### src/sv/lpdr_pkg.sv
// Shared types and constants for the lidar point decimate / range-ring binner.
// Used by lpdr_front, lpdr_ring_cell and lidar_point_decimate_range_ring_bin.
// No dependencies.
package lpdr_pkg;

  // Ring chain length and field widths
  localparam int NUM_RINGS = 10;
  localparam int COORD_W   = 19;   // signed mm coordinates and height limits
  localparam int RADIUS_W  = 18;   // radius limits, mm
  localparam int RSQ_W     = 2 * RADIUS_W;
  localparam int SQ_W      = 37;   // one squared coordinate, below 2^37
  localparam int D2_W      = 38;   // sum of three squares
  localparam int WID_W     = 6;    // one ring width, metres
  localparam int RINGS_W   = 60;   // packed ring widths register
  localparam int BND_W     = 20;   // ring boundary in mm, below 2^20
  localparam int BSQ_W     = 2 * BND_W;
  localparam int IDX_W     = 4;
  localparam int KEEP_W    = 8;
  localparam int MM_PER_M  = 1000;

  // Configuration port
  localparam int CFG_IDX_W  = 3;
  localparam int CFG_DATA_W = RINGS_W;

  localparam logic [CFG_IDX_W-1:0] REG_KEEP_EVERY  = 3'd0;
  localparam logic [CFG_IDX_W-1:0] REG_HEIGHT_MIN  = 3'd1;
  localparam logic [CFG_IDX_W-1:0] REG_HEIGHT_MAX  = 3'd2;
  localparam logic [CFG_IDX_W-1:0] REG_RANGE_MIN   = 3'd3;
  localparam logic [CFG_IDX_W-1:0] REG_RANGE_MAX   = 3'd4;
  localparam logic [CFG_IDX_W-1:0] REG_RING_WIDTHS = 3'd5;

  // Register reset values
  localparam logic [KEEP_W-1:0]          RST_KEEP_EVERY  = 8'd3;
  localparam logic signed [COORD_W-1:0]  RST_HEIGHT_MIN  = -19'sd800;
  localparam logic signed [COORD_W-1:0]  RST_HEIGHT_MAX  = 19'sd2000;
  localparam logic [RADIUS_W-1:0]        RST_RANGE_MIN   = 18'd0;
  localparam logic [RADIUS_W-1:0]        RST_RANGE_MAX   = 18'd30000;
  localparam logic [RINGS_W-1:0]         RST_RING_WIDTHS = 60'd54896625982386370;

  // Configuration seen by the datapath
  typedef struct packed {
    logic [KEEP_W-1:0]         keep_every;
    logic signed [COORD_W-1:0] height_min;
    logic signed [COORD_W-1:0] height_max;
    logic [RADIUS_W-1:0]       range_min;
    logic [RADIUS_W-1:0]       range_max;
    logic [RINGS_W-1:0]        ring_widths;
  } cfg_t;

  // One point moving down the ring chain
  typedef struct packed {
    logic              valid;
    logic              filtered;  // kept and inside the height window
    logic              active;    // filtered and inside the radius limits
    logic              found;     // some earlier cell matched
    logic [IDX_W-1:0]  idx;       // matching ring, 0 until found
    logic [D2_W-1:0]   d2;
    logic [BND_W-1:0]  lower;     // lower boundary of the next ring, mm
    logic [BSQ_W-1:0]  lower_sq;
  } tok_t;

endpackage

### src/sv/lpdr_ring_cell.sv
// One ring cell: builds its upper boundary from the incoming lower one and
// tests the point against it, then hands the token to the next cell.
// Depends on lpdr_pkg.
module lpdr_ring_cell (
  input  logic                            clk,
  input  logic                            rst,
  input  logic                            adv,
  input  logic [lpdr_pkg::IDX_W-1:0]      cell_id,
  input  logic [lpdr_pkg::WID_W-1:0]      width_m,
  input  lpdr_pkg::tok_t                  tok_in,
  output lpdr_pkg::tok_t                  tok_out
);

  logic [lpdr_pkg::BND_W-1:0] upper;
  logic [lpdr_pkg::BSQ_W-1:0] upper_sq;
  logic [lpdr_pkg::BSQ_W-1:0] d2_ext;
  logic                       hit;

  // Boundary in mm, squared, then the ring test
  always_comb begin
    upper    = tok_in.lower
             + lpdr_pkg::BND_W'(width_m) * lpdr_pkg::BND_W'(lpdr_pkg::MM_PER_M);
    upper_sq = lpdr_pkg::BSQ_W'(upper) * lpdr_pkg::BSQ_W'(upper);
    d2_ext   = lpdr_pkg::BSQ_W'(tok_in.d2);
    hit      = tok_in.active && !tok_in.found
             && (d2_ext > tok_in.lower_sq) && (d2_ext <= upper_sq);
  end

  // Token register; only the valid bit is reset
  always_ff @(posedge clk) begin
    if (rst) begin
      tok_out.valid <= 1'b0;
    end else if (adv) begin
      tok_out.valid    <= tok_in.valid;
      tok_out.filtered <= tok_in.filtered;
      tok_out.active   <= tok_in.active;
      tok_out.found    <= tok_in.found || hit;
      tok_out.idx      <= hit ? cell_id : tok_in.idx;
      tok_out.d2       <= tok_in.d2;
      tok_out.lower    <= upper;
      tok_out.lower_sq <= upper_sq;
    end
  end

endmodule

### config.mk
export PLATFORM = sky130hd
export DESIGN_NAME = lpdr_ring_cell
export DESIGN_NICKNAME = d
export VERILOG_FILES = /design/src/sv/lpdr_pkg.sv /design/src/sv/lpdr_ring_cell.sv
export SDC_FILE = /design/constraint.sdc
export NUM_CORES = 1
export LEC_CHECK = 0
export BUFFER_PORTS_ARGS = -buffer_cell sky130_fd_sc_hd__clkbuf_2
export CELL_PAD_IN_SITES_DETAIL_PLACEMENT = 0
export CELL_PAD_IN_SITES_GLOBAL_PLACEMENT = 2
export CORE_MARGIN = 4
export CORE_UTILIZATION = 39
export CTS_BUF_LIST = sky130_fd_sc_hd__clkbuf_8
export CTS_CLUSTER_SIZE = 24
export DETAILED_ROUTE_END_ITERATION = 8
export GPL_ROUTABILITY_DRIVEN = 1
export GPL_TIMING_DRIVEN = 0
export PLACE_DENSITY_LB_ADDON = 0.1
export SLEW_MARGIN = 20
export SYNTH_ARGS = -nofsm -noshare
export SYNTH_HDL_FRONTEND = slang
export SYNTH_SLANG_ARGS = --single-unit
export TNS_END_PERCENT = 30
### constraint.sdc
create_clock -name clk -period 17.2 [get_ports clk]
set_input_delay 4.3 -clock clk [delete_from_list [all_inputs] [get_ports clk]]
set_output_delay 4.3 -clock clk [all_outputs]
set_load 0.03 [all_outputs]
# After elaboration in Yosys (flattened, before gate mapping)

Cells that the tools add are included.

Add/subtract/negate cells: 1
$mul: 2
Magnitude comparators: 2
Muxes and demuxes: 1
Bitwise operators: 1
Reductions and logical operators: 6

Operators with widths:

| cell                                              | number |
|---|---|
| > comparator 38 x 40 -> 1 bit                     | 1 |
| less-or-equal comparator 38 x 40 -> 1 bit         | 1 |
| multiplier 20 x 20 -> 40 bit                      | 1 |
| adder 20 x 16 -> 20 bit                           | 1 |
| multiplier 6 x 7 -> 13 bit, second input constant | 1 |
| 2-to-1 mux 4 bit                                  | 1 |
| logical AND 1 bit                                 | 3 |
| AND reduction 2 bit                               | 1 |
| logical NOT 1 bit                                 | 1 |
| logical OR 1 bit                                  | 1 |
| inverter 1 bit                                    | 1 |

Bits in registers: 106
Input port bits: 119
Output and inout bits: 106
Word-level logic and storage cells: 21

# Logic depth before layout (Yosys ltp)

Depth in word-level cells: 6
Mapped depth: 58
Depth with buffers taken out: 58

# Least setup slack after synthesis

No wires, ideal clock.

Path kind: input -> register
Start point: input port width_m[0] (netlist bit)
End point: register tok_out[100] (netlist bit) (data pin)
Library setup time: 0.260 ns
Data arrival time: 15.955 ns
Required time: 16.940 ns
Path slack: 0.985 ns
Stages on the path: 54
Path buffers: 1
Cell sequence: fa_1 > ha_1 > inv_1 > fa_1 > inv_1 > ha_1 > inv_1 > fa_1 > inv_1 > a21oi_1 > o21ai_0 > a21oi_1 > nor2_1 > nor2_1 > xnor2_1 > ha_1 > and3_1 > and4_1 > [... 18 more ...] > inv_1 > ha_1 > a21oi_1 > o21ai_0 > nor4_1 > nor2_1 > xnor2_1 > inv_1 > ha_1 > nand4_1 > or2_2 > nor3_1 > a21boi_0 > o31ai_1 > a21oi_1 > o21ai_0 > o31ai_4 > mux2_2

Word-level cells in the longest chain between the ends: 6

RTL lines:

| item                                      | RTL line             | text |
|---|---|---|
| start: declaration                        | lpdr_ring_cell.sv:9  | `input logic [lpdr_pkg::WID_W-1:0] width_m,` |
| multiplier 6 x 7 -> 13 bit                | lpdr_ring_cell.sv:22 | `+ lpdr_pkg::BND_W'(width_m) * lpdr_pkg::BND_W'(lpdr_pkg::MM_PER_M);` |
| adder 20 x 16 -> 20 bit                   | lpdr_ring_cell.sv:22 |  |
| named net upper (one bit)                 | lpdr_ring_cell.sv:14 | `logic [lpdr_pkg::BND_W-1:0] upper;` |
| multiplier 20 x 20 -> 40 bit              | lpdr_ring_cell.sv:23 | `upper_sq = lpdr_pkg::BSQ_W'(upper) * lpdr_pkg::BSQ_W'(upper);` |
| named net upper_sq (one bit)              | lpdr_ring_cell.sv:15 | `logic [lpdr_pkg::BSQ_W-1:0] upper_sq;` |
| less-or-equal comparator 38 x 40 -> 1 bit | lpdr_ring_cell.sv:26 | `&& (d2_ext > tok_in.lower_sq) && (d2_ext <= upper_sq);` |
| logical AND 1 bit                         | lpdr_ring_cell.sv:26 |  |
| 2-to-1 mux 4 bit                          | lpdr_ring_cell.sv:38 | `tok_out.idx <= hit ? cell_id : tok_in.idx;` |
| end: declaration                          | lpdr_ring_cell.sv:11 | `output lpdr_pkg::tok_t tok_out` |

The timed path passes the listed nets, and every way through them passes these cells.
A chain may end at the register's enable or synchronous reset.

# Final worst setup path

Start point: input port width_m[1] (netlist bit)
End point: register tok_out[99] (netlist bit) (data pin)

The elaborated chain is that of the path after synthesis.

==> out/results.md <==
Outcome
• status: complete, no violations

Floorplanning
• height of the die: 224 µm
• horizontal die dimension: 224 µm
• die area: 0.0503 mm²
• initial cell density of the core: 0.398
• Top-Level Pins: 225
• Std-Cell Rows: 78
• placeable core region: 0.0458 mm²

Logic synthesis
• share of flip-flops with an asynchronous set or reset after synthesis: 0
• Avg Synthesized Cell Area: 9.59 µm²
• total nets after synthesis: 2,571
• most instantiated flip-flop cell in the synthesis netlist: edfxtp_1
• count of different cell masters after synthesis: 62
• sequential-to-total area share from yosys stat: 0.171
• YS warnings: 0
• Syn Inst Count: 1,901
• EDFF count, synth: 103
• post-synthesis sequential element count: 104
• Synth Cell Area: 0.0182 mm²

Cells and area
• area of the multi-input gates: 0.0135 mm²
• commonest cells after routing, fill and taps aside: inv_1 (472), fa_1 (293), ha_1 (253), clkbuf_2 (232), nand2_1 (141)
• leading cell type in the layout, fill and taps excluded: inv_1
• layout-stage area growth over the synthesis result: 14.7%
• Fill cells: 4,549
• largest registers in the final layout: tok_out (104)
• Top reg by flops: tok_out
• Sequential Area: 0.00311 mm²
• share of final-layout standard cells stronger than drive strength 1: 0.162
• max reg flops: 104
• net count reported at finish: 2,821

Worst setup path
• CP arrival: 16.79 ns
• slowest library cell on the worst path: fa_1
• highest net fanout along the worst path: 11
• setup slack of the worst register-to-register path: 16.59 ns
• worst reg2reg path endpoint: tok_out[105]
• type of origin of the critical path: input pin
• largest delay contributor family on the critical path: adder cells
• count of buffering cells on the critical path with inverters included: 9
• Most common cell on crit path: fa_1
• Max stage delay on crit path: 0.62 ns
• R2R Path Start: tok_out[105]
• Worst Reg2Reg Path Length in Cells: 2
• required time of the critical path: 17.41 ns
• Crit. End Element: flip-flop
• critical setup path kind: in2reg

Hold path
• Min-Delay Path Depth: 2
• Hold Path Sink: tok_out[105]
• worst min-delay path startpoint: tok_out[105]
• classification of the worst-slack hold path: reg2reg

Clocking
• number of buffers created by CTS: 9
• Reg clk slew, reported paths: 0.12 ns
• maximum level of the CTS H-tree: 3
• count of clock tree sinks: 104
• TritonCTS clock tree: built
• maximum buffer depth of the clock tree: 2
• total of hold buffers inserted after clock tree synthesis: 0
• cell at the root of the clock tree: clkbuf_8
• Clk Latency, worst-skew pair: 0.44 ns

Timing
• worst-case clock skew: 0 ns
• final period utilization: 0.964
• Worst Slack Setup Final: 0.620 ns
• Setup Viol. Count Final: 0
• shortest period the worst path allows: 16.58 ns
• Final Slew Violations: 0
• worst max-slew margin expressed relative to the limit: 0.419
• fmax: 0.0603 GHz
• hold violation total from the final report: 0
• Slew @ Worst Pin: 0.865 ns

Run
• Max-Cap Viols: 0

Detailed routing
• Vias per Instance: 4.93
• Pre-antenna DRT Iters: 5
• number of antenna-violating nets in the routed design: 0
• post-detailed-route wirelength per cell: 18.6 µm
• wire length after detailed routing: 51,300 µm
• DRC viols: 0
• via total after detailed routing: 13,589
• Detailed Route Iter0 Violations: 550

Global route
• initial antenna violation count: 2
• wire length of the first global-routing pass: 79,800 µm
• M3 GR Usage: 0.0227
• global-route track usage on met1: 0.273
• leftover overflow at the end of global routing: 0
• number of global-route vias before repair: 14,171
• GRT Util Overall: 0.207
• GRT Max-Usage Layer: met2
• Global Route met2 Usage: 0.371
• largest net degree at the start of global routing: 29

Place
• HPWL reported at the end of detailed placement: 44,100 µm
• count of port buffers added during placement: 223
• weighted congestion at the end of routability-driven global placement: 0.864
• post-place setup slack: -2.09 ns

[through the flow]
step	instance area (µm²)	hold slack, ns	utilization	std cells	TNS [ns]
floorplan	18200	0.630	-	1901	0
global placement	20100	0.490	0.439	2724	-9.53
detailed placement	20200	0.512	0.441	2728	-10.18
CTS	20600	0.542	0.449	2747	0
global route	20900	0.573	0.457	2757	-0.0135
finish	20900	0.540	0.457	2757	0
[final cells by class]
cell class | instances | area share
inverters | 480 | 0.0866
clock buffers | 9 | 0.00592
diodes | 1 | 0.000120
flip-flops and latches | 104 | 0.149
repair buffers | 241 | 0.0622
multi-input cells | 1268 | 0.647
well taps | 600 | 0.0359
clock inverters | 7 | 0.00305
plain buffers | 47 | 0.0109
[cell families after synthesis]
kind of cell,synth area share
adder cells (fa/ha/maj),0.499
AO/OA/AOI/OAI,0.0787
buffers and inverters,0.110
other,0.000206
flip-flops,0.171
XOR/XNOR,0.0369
AND/OR/NAND/NOR,0.102
multiplexers,0.00357
[worst max-delay path by stage]
stage | start | to | slack (ns) | cells past startpoint
final | width_m[1] | tok_out[99] | 0.62 | 53
after global routing | width_m[1] | tok_out[100] | -0.01 | 47
after CTS | width_m[1] | tok_out[101] | 0.0003 | 53
after detailed placement | width_m[1] | tok_out[99] | -2.09 | 55
after global placement | width_m[1] | tok_out[99] | -1.97 | 55
after floorplan | width_m[0] | tok_out[100] | 0.99 | 54
[cell usage after synthesis (4+ instances only)]
cell	number	area share
a211oi_1	12	0.0049
a21o_1	18	0.0074
a21oi_1	91	0.025
a31oi_1	6	0.0021
and2_1	43	0.015
and3_1	6	0.0021
clkbuf_1	43	0.0088
edfxtp_1	103	0.17
fa_1	293	0.32
ha_1	258	0.18
inv_1	476	0.098
mux2_2	4	0.0025
nand2_1	143	0.029
nand2b_1	4	0.0014
nand3_1	20	0.0055
nand4_1	20	0.0069
nor2_1	120	0.025
nor2b_1	14	0.0048
nor3_1	17	0.0047
nor3b_1	4	0.0016
nor4_1	9	0.0031
o21a_1	9	0.0037
o21ai_0	39	0.011
o21bai_1	11	0.0045
o31ai_1	4	0.0016
xnor2_1	49	0.024
xor2_1	26	0.012
[worst min-delay path, delay by kind of cell (launching register included)]
kind             cells  cell delay [ns]
muxes                1             0.07
and+or+nand+nor      1             0.08
DFF                  1             0.36
[routing by layer]
layer / up-vias / part of all wire
li1: 6505 / -
met1: 6804 / 0.43
met2: 237 / 0.52
met3: 43 / 0.035
met4: 0 / 0.016
met5: - / 0
[what timing repair did]
| item | CTS | global route |
|---|---|---|
| setup buffers | 4 | 10 |
| gates resized for setup | 33 | 86 |
| endpoints found under the setup margin | 5 | 5 |
| pin swaps | 5 | 25 |
Power is not shown: default switching activity piles up to over one toggle a cycle in this logic, so the estimate is an artifact.
