`config.mk`:
```
export PLATFORM = sky130hd
export DESIGN_NAME = lpdr_front
export DESIGN_NICKNAME = d
export VERILOG_FILES = /design/src/sv/lpdr_pkg.sv /design/src/sv/lpdr_front.sv
export SDC_FILE = /design/constraint.sdc
export NUM_CORES = 2
export LEC_CHECK = 0
export BUFFER_PORTS_ARGS = -buffer_cell sky130_fd_sc_hd__buf_4
export CAP_MARGIN = 15
export CORE_MARGIN = 3
export CORE_UTILIZATION = 59
export DETAILED_ROUTE_END_ITERATION = 16
export GPL_TIMING_DRIVEN = 1
export PLACE_DENSITY = 0.81
export REMOVE_ABC_BUFFERS = 1
export SYNTH_ARGS = -nofsm -noshare
export SYNTH_HDL_FRONTEND = slang
export SYNTH_SLANG_ARGS = --single-unit
```
`constraint.sdc`:
```
create_clock -name clk -period 6.4 [get_ports clk]
set_clock_uncertainty 0.1 [all_clocks]
set_input_delay 0.32 -clock clk [delete_from_list [all_inputs] [get_ports clk]]
set_output_delay 0.32 -clock clk [all_outputs]
set_load 0.01 [all_outputs]
```
`src/sv/lpdr_pkg.sv`:
```
// Shared types and constants for the lidar point decimate / range-ring binner.
// Used by lpdr_front, lpdr_ring_cell and lidar_point_decimate_range_ring_bin.
// No dependencies.
package lpdr_pkg;

  // Ring chain length and field widths
  localparam int NUM_RINGS = 10;
  localparam int COORD_W   = 19;   // signed mm coordinates and height limits
  localparam int RADIUS_W  = 18;   // radius limits, mm
  localparam int RSQ_W     = 2 * RADIUS_W;
  localparam int SQ_W      = 37;   // one squared coordinate, below 2^37
  localparam int D2_W      = 38;   // sum of three squares
  localparam int WID_W     = 6;    // one ring width, metres
  localparam int RINGS_W   = 60;   // packed ring widths register
  localparam int BND_W     = 20;   // ring boundary in mm, below 2^20
  localparam int BSQ_W     = 2 * BND_W;
  localparam int IDX_W     = 4;
  localparam int KEEP_W    = 8;
  localparam int MM_PER_M  = 1000;

  // Configuration port
  localparam int CFG_IDX_W  = 3;
  localparam int CFG_DATA_W = RINGS_W;

  localparam logic [CFG_IDX_W-1:0] REG_KEEP_EVERY  = 3'd0;
  localparam logic [CFG_IDX_W-1:0] REG_HEIGHT_MIN  = 3'd1;
  localparam logic [CFG_IDX_W-1:0] REG_HEIGHT_MAX  = 3'd2;
  localparam logic [CFG_IDX_W-1:0] REG_RANGE_MIN   = 3'd3;
  localparam logic [CFG_IDX_W-1:0] REG_RANGE_MAX   = 3'd4;
  localparam logic [CFG_IDX_W-1:0] REG_RING_WIDTHS = 3'd5;

  // Register reset values
  localparam logic [KEEP_W-1:0]          RST_KEEP_EVERY  = 8'd3;
  localparam logic signed [COORD_W-1:0]  RST_HEIGHT_MIN  = -19'sd800;
  localparam logic signed [COORD_W-1:0]  RST_HEIGHT_MAX  = 19'sd2000;
  localparam logic [RADIUS_W-1:0]        RST_RANGE_MIN   = 18'd0;
  localparam logic [RADIUS_W-1:0]        RST_RANGE_MAX   = 18'd30000;
  localparam logic [RINGS_W-1:0]         RST_RING_WIDTHS = 60'd54896625982386370;

  // Configuration seen by the datapath
  typedef struct packed {
    logic [KEEP_W-1:0]         keep_every;
    logic signed [COORD_W-1:0] height_min;
    logic signed [COORD_W-1:0] height_max;
    logic [RADIUS_W-1:0]       range_min;
    logic [RADIUS_W-1:0]       range_max;
    logic [RINGS_W-1:0]        ring_widths;
  } cfg_t;

  // One point moving down the ring chain
  typedef struct packed {
    logic              valid;
    logic              filtered;  // kept and inside the height window
    logic              active;    // filtered and inside the radius limits
    logic              found;     // some earlier cell matched
    logic [IDX_W-1:0]  idx;       // matching ring, 0 until found
    logic [D2_W-1:0]   d2;
    logic [BND_W-1:0]  lower;     // lower boundary of the next ring, mm
    logic [BSQ_W-1:0]  lower_sq;
  } tok_t;

endpackage

```
`src/sv/lpdr_front.sv`:
```
// Front end: decimation counter, height window, squared range and radius limits.
// Produces the token that enters the first ring cell.
// Depends on lpdr_pkg.
module lpdr_front (
  input  logic                                 clk,
  input  logic                                 rst,
  input  logic                                 adv,       // whole pipeline moves
  input  logic                                 accept,    // input transfer this cycle
  input  logic                                 frame_start,
  input  logic signed [lpdr_pkg::COORD_W-1:0]  pos_x,
  input  logic signed [lpdr_pkg::COORD_W-1:0]  pos_y,
  input  logic signed [lpdr_pkg::COORD_W-1:0]  pos_z,
  input  lpdr_pkg::cfg_t                       cfg,
  output lpdr_pkg::tok_t                       tok_out
);

  // Decimation counter
  logic [lpdr_pkg::KEEP_W-1:0] dec_count;
  logic [lpdr_pkg::KEEP_W-1:0] dec_count_next;
  logic [lpdr_pkg::KEEP_W-1:0] period;
  logic [lpdr_pkg::KEEP_W-1:0] cnt_cur;
  logic [lpdr_pkg::KEEP_W:0]   cnt_inc;
  logic                        kept;
  logic                        height_ok;

  always_comb begin
    period         = (cfg.keep_every == '0) ? lpdr_pkg::KEEP_W'(1) : cfg.keep_every;
    cnt_cur        = frame_start ? '0 : dec_count;
    kept           = (cnt_cur == '0);
    cnt_inc        = {1'b0, cnt_cur} + (lpdr_pkg::KEEP_W+1)'(1);
    dec_count_next = (cnt_inc >= {1'b0, period}) ? '0 : cnt_inc[lpdr_pkg::KEEP_W-1:0];
    height_ok      = (pos_z >= cfg.height_min) && (pos_z <= cfg.height_max);
  end

  always_ff @(posedge clk) begin
    if (rst) begin
      dec_count <= '0;
    end else if (accept) begin
      dec_count <= dec_count_next;
    end
  end

  // Stage 1: squares
  logic signed [2*lpdr_pkg::COORD_W-1:0] px, py, pz;
  assign px = pos_x * pos_x;
  assign py = pos_y * pos_y;
  assign pz = pos_z * pos_z;

  logic                      v1, filt1;
  logic [lpdr_pkg::SQ_W-1:0] sqx, sqy, sqz;

  // Stage 2: sum
  logic                      v2, filt2;
  logic [lpdr_pkg::D2_W-1:0] d2_2;

  // Stage 3: radius limits
  logic                      v3, filt3, act3;
  logic [lpdr_pkg::D2_W-1:0] d2_3;

  // Squared radius limits follow the registers
  logic [lpdr_pkg::RSQ_W-1:0] rmin_sq, rmax_sq;

  always_ff @(posedge clk) begin
    rmin_sq <= lpdr_pkg::RSQ_W'(cfg.range_min) * lpdr_pkg::RSQ_W'(cfg.range_min);
    rmax_sq <= lpdr_pkg::RSQ_W'(cfg.range_max) * lpdr_pkg::RSQ_W'(cfg.range_max);
  end

  // Stage valid bits
  always_ff @(posedge clk) begin
    if (rst) begin
      v1 <= 1'b0;
      v2 <= 1'b0;
      v3 <= 1'b0;
    end else if (adv) begin
      v1 <= accept;
      v2 <= v1;
      v3 <= v2;
    end
  end

  // Stage payloads
  always_ff @(posedge clk) begin
    if (adv) begin
      filt1 <= kept && height_ok;
      sqx   <= px[lpdr_pkg::SQ_W-1:0];
      sqy   <= py[lpdr_pkg::SQ_W-1:0];
      sqz   <= pz[lpdr_pkg::SQ_W-1:0];
      filt2 <= filt1;
      d2_2  <= lpdr_pkg::D2_W'(sqx) + lpdr_pkg::D2_W'(sqy) + lpdr_pkg::D2_W'(sqz);
      filt3 <= filt2;
      d2_3  <= d2_2;
      act3  <= filt2 && (d2_2 > lpdr_pkg::D2_W'(rmin_sq))
                     && (d2_2 < lpdr_pkg::D2_W'(rmax_sq));
    end
  end

  always_comb begin
    tok_out          = '0;
    tok_out.valid    = v3;
    tok_out.filtered = filt3;
    tok_out.active   = act3;
    tok_out.d2       = d2_3;
  end

endmodule

```
== Word-level counts from Yosys, hierarchy flattened ==
Index checks and enable logic that the tools add are counted.
Word-level totals
  register bits after elaboration: 274
  latch bits: 0
  memory bits (writable): 0
  bits in read-only memories: 0
  input bits: 204
  output and inout bits: 106
  logic and storage cells: 37
  memories: 0
Operators by class
  $add $sub $neg: 3
  multiply operators: 5
  div/mod/pow operators: 0
  $lt $le $gt $ge: 5
  eq/ne operators: 0
  shifts and indexed selects: 0
  multiplexer cells: 3
  bitwise logic cells: 0
  reductions and logical operators: 6
Operators with widths (count)
  $mul A19 B19 Y37: 3
  $mul A18 B18 Y36: 2
  $add A37 B37 Y38: 1
  $add A38 B37 Y38: 1
  $gt A38 B36 Y1: 1
  $lt A38 B36 Y1: 1
  $mux W8: 3
  $ge A19 B19 Y1: 1
  $le A19 B19 Y1: 1
  $logic_not A8 Y1: 2
  $add A8 B1 Y9 const B: 1
  $ge A9 B8 Y1: 1
  $logic_and A1 B1 Y1: 4

== Depth between registers and ports, before layout ==
  depth in word-level cells: 4
  gate-level depth with buffers: 26
  gate-level depth less buffers: 25

== Worst setup path after synthesis ==
Ideal clock, no wire load.
  kind: input-to-reg
  start point: in pos_y[2] in the netlist's numbering
  end point: reg sqy[36] in the netlist's numbering (data pin)
  library setup time: 260 ps
  data arrival time: 6550 ps
  data required time: 6040 ps
  path slack: -509 ps
  stages: 21
  buffers on the path: 2
  path through: clkbuf_1 -> clkbuf_1 -> nand2_1 -> fa_1 -> fa_1 -> fa_1 -> inv_1 -> fa_1 -> fa_1 -> fa_1 -> ha_1 -> ha_1 -> a21o_1 -> a21oi_1 -> o21a_1 -> o21ai_0 -> a2111oi_0 -> nor3_1 -> or3_1 -> a21oi_1 -> xnor2_1
Between the ends
  longest elaborated chain between the ends: 1
RTL lines
  start: declaration: line lpdr_front.sv:11  | input logic signed [lpdr_pkg::COORD_W-1:0] pos_y,
  $mul A19 B19 Y37: line lpdr_front.sv:46  | assign py = pos_y * pos_y;
  via py (one bit): line lpdr_front.sv:44  | logic signed [2*lpdr_pkg::COORD_W-1:0] px, py, pz;
  end signal: assignment: line lpdr_front.sv:86  | sqy <= py[lpdr_pkg::SQ_W-1:0];
  end: declaration: line lpdr_front.sv:50  | logic [lpdr_pkg::SQ_W-1:0] sqx, sqy, sqz;
The timed path passes the listed nets, and every way through them passes these cells.
A chain may end at the register's enable or synchronous reset.

== Worst setup path after layout ==
  start point: in pos_y[3] in the netlist's numbering
  end point: reg sqy[36] in the netlist's numbering (data pin)
Same word-level chain as after synthesis.

==> summary.md <==
| Metric | Value |
|---|---|
| Outcome | finished clean |
| Core Box Area | 112000 um2 |
| Synth top area share | 0.432 |
| Clk pin slew, worst setup/hold paths | 70 ps |
| H-tree lvl count | 1 |
| Overall Global Routing Usage | 0.283 |
| Total of max-cap violations | 0 |
| Mapped Cells | 6861 |
| Slew @ Worst Pin | 929 ps |
| Largest net degree at the start of global routing | 75 |
| Cell area after synthesis | 66900 um2 |
| First-pass GRT wire length | 266000 um |
| Ports | 310 |
| Endpoints failing setup | 0 |
| Min Tclk post-route | 6320 ps |
| Clk sinks | 269 |
| CTS max path bufs | 3 |
| Tcrit/Tclk final | 0.988 |
| Top cells by area, synth | fa_1, ha_1, inv_1, edfxtp_1, nand2_1 |
| WS Path Type | in -> reg |
| Critical path capture point type | flop |
| Design area | 75600 um2 |
| Seq cells post-synth | 269 |
| Worst Setup Slack post-DPL | -565 ps |
| TritonCTS clock tree | done |
| CP required | 6610 ps |
| Fmax | 0.158 GHz |
| TritonCTS buffer count | 30 |
| Synth cell types | 77 |
| Yosys top cell by area | fa_1 |
| Vias | 48339 |
| Syn Area/Cell | 9.75 um2 |
| Setup ws final | 76.4 ps |
| Residual DRC | 0 |
| Root Buffer | clkbuf_16 |
| Synth Warn # | 0 |
| Die X | 343 um |
| Fin. max-slew vios | 0 |
| Rows | 122 |
| Hold WS | 41.7 ps |
| DRT iter0 DRCs | 2956 |
| Worst Path Arrival | 6530 ps |
| Port-buffer cells | 184 |
| ANT nets after route | 0 |
| Critical path startpoint category | input port |
| Number of synthesized flops with an enable pin | 188 |
| Final Hold Vio Count | 0 |
| Initial Util | 0.600 |
| Antenna violations before repair | 4 |
| Sequential area share after synthesis | 0.109 |
| Post-synth ARST share | 0 |
| Share of post-route cells with drive strength above 1 | 0.129 |
| GP Congestion | 0.949 |
| Synth Flop Type | edfxtp_1 |
| Final setup TNS | 0 ps |
| Vias in the first global route | 54475 |
| DR vias/cell | 5.32 |
| Worst-path maximum fanout | 7 |
| Die area | 117000 um2 |
| Placed cell areas | 74100 um2 |
| Fin nets | 9975 |
| WL final | 160000 um |
| DP Wirelength | 140000 um |
| DR WL/cell | 17.7 um |
| Unrepaired setup endpoints after global routing | true |
| P&R area growth vs syn | 13.0% |
| DIE HEIGHT | 343 um |
| Congestion Overflow GR | 0 |
| Relative slew slack | 0.381 |
| Clk_lat worst skew | 580 ps |
| Hold Crit Class | in -> reg |
| DRT Pass-1 Iters | 5 |
==> synth_stat cells (25+ instances only) <==
master    count
a211oi_1     25
a21o_1      130
a21oi_1     162
and2_1      246
buf_4        68
clkbuf_1    146
dfxtp_1      81
edfxtp_1    188
fa_1       1445
ha_1        753
inv_1      1935
nand2_1     584
nand2b_1     47
nand3_1      49
nand4_1      27
nor2_1      200
nor2b_1      72
nor3_1       39
o21a_1       28
o21ai_0      77
o21ai_1      33
o21bai_1     27
xnor2_1     191
xor2_1       81
==> flip-flops by register name (all words and copies together), names as in the netlist, 8 cells and up <==
register and cells:
sqx 36, d2_3 38, d2_2 38, sqy 36, rmin_sq 35, dec_count 8
sqz 36, rmax_sq 35
==> critical path, stage by stage <==
cell	delay, ps
buf_4	130
clkinv_1	260
nor2_1	290
fa_1	480
fa_1	560
fa_1	440
fa_1	510
fa_2	590
fa_1	410
ha_1	290
ha_1	210
buf_4	150
o21ai_0	140
nand2b_1	110
a211oi_2	270
a21oi_2	130
a2111oi_2	380
buf_4	180
nor3_1	60
or3_1	370
a21oi_2	170
xnor2_1	70
==> layout by cell type, fill, tap and decap left out, types with 7 or more instances in the layout <==
master / synthesis / layout
nor4_1: 9 / 8
a31o_2: 14 / 14
nand4_1: 27 / 27
buf_4: 68 / 818
buf_6: 0 / 7
ha_1: 753 / 750
nor2_1: 200 / 194
or3_1: 16 / 16
a22o_1: 8 / 8
o211ai_1: 8 / 8
nand3_1: 49 / 49
xnor2_1: 191 / 190
o21ai_0: 77 / 73
o21ai_1: 33 / 33
and2_1: 246 / 246
o21bai_1: 27 / 27
nor3_1: 39 / 36
and3_1: 23 / 23
nand2b_1: 47 / 46
a211o_1: 8 / 8
a21oi_1: 162 / 157
o21a_1: 28 / 28
mux2i_1: 8 / 8
a21o_1: 130 / 130
dfxtp_1: 81 / 81
inv_1: 1935 / 1934
nand2_1: 584 / 581
edfxtp_1: 188 / 188
a31oi_1: 15 / 15
clkbuf_16: 0 / 31
nor2b_1: 72 / 72
fa_1: 1445 / 1439
xor2_1: 81 / 80
a211oi_1: 25 / 21
conb_1: 1 / 68
or2_2: 15 / 15
==> cell type report <==
type,count,area (um2)
inverter,1938,7280
antenna,1,2.50
multi-input combinational,4503,51800
clock buffer,34,787
timing repair buffer,831,6290
tap,1488,1860
sequential,269,7270
clock inverter,21,294
fill,8242,36000
==> cells by family (layout without fill, tap and decap cells) <==
family,after synthesis,after routing,share of synthesized area
AOI/OAI and AO/OA,609,609,0.0607
xor gates and xnor gates,272,272,0.0356
adders and majority gates,2198,2198,0.573
buffers and inverters,2156,2824,0.125
DFF,269,269,0.109
muxes,13,13,0.00204
other,1,69,0.0000560
and+or+nand+nor,1343,1343,0.0951
==> final timing paths <==
path | from | slack [ps] | endpoint | depth (start not counted)
hold / removal | cfg[79] | 40 | rmin_sq[2] | 2
setup reg to reg | sqx[9] | 2230 | d2_2[37] | 12
hold reg to reg | filt2 | 400 | filt3 | 0
setup / recovery | pos_y[3] | 80 | sqy[36] | 22
==> timing repair <==
action,4_1_cts,5_1_grt
pin swaps,0,27
endpoints found under the hold margin,7,0
gates resized for setup,1,69
hold buffers,4,0
gates cloned,0,0
setup endpoints to repair,1,22
buffers inserted,0,5
==> stage by stage <==
stage                     cells  utilization
after floorplan            6710            -
after global placement     9020        0.664
after detailed placement   9020        0.664
after CTS                  9079        0.674
after global routing       9085        0.678
final                      9085        0.678
==> per-layer routing <==
| metal | track usage | vias up | part of all wire |
|---|---|---|---|
| li1 | - | 21882 | - |
| met2 | 0.494 | 1530 | 0.50 |
| met1 | 0.357 | 24485 | 0.39 |
| met3 | 0.0313 | 440 | 0.057 |
| met5 | 0 | - | 0.000081 |
| met4 | 0.120 | 2 | 0.051 |
Power is left out: the tool's default activity adds up to more than one toggle a clock period on the data nets, which glitch-free logic cannot reach.
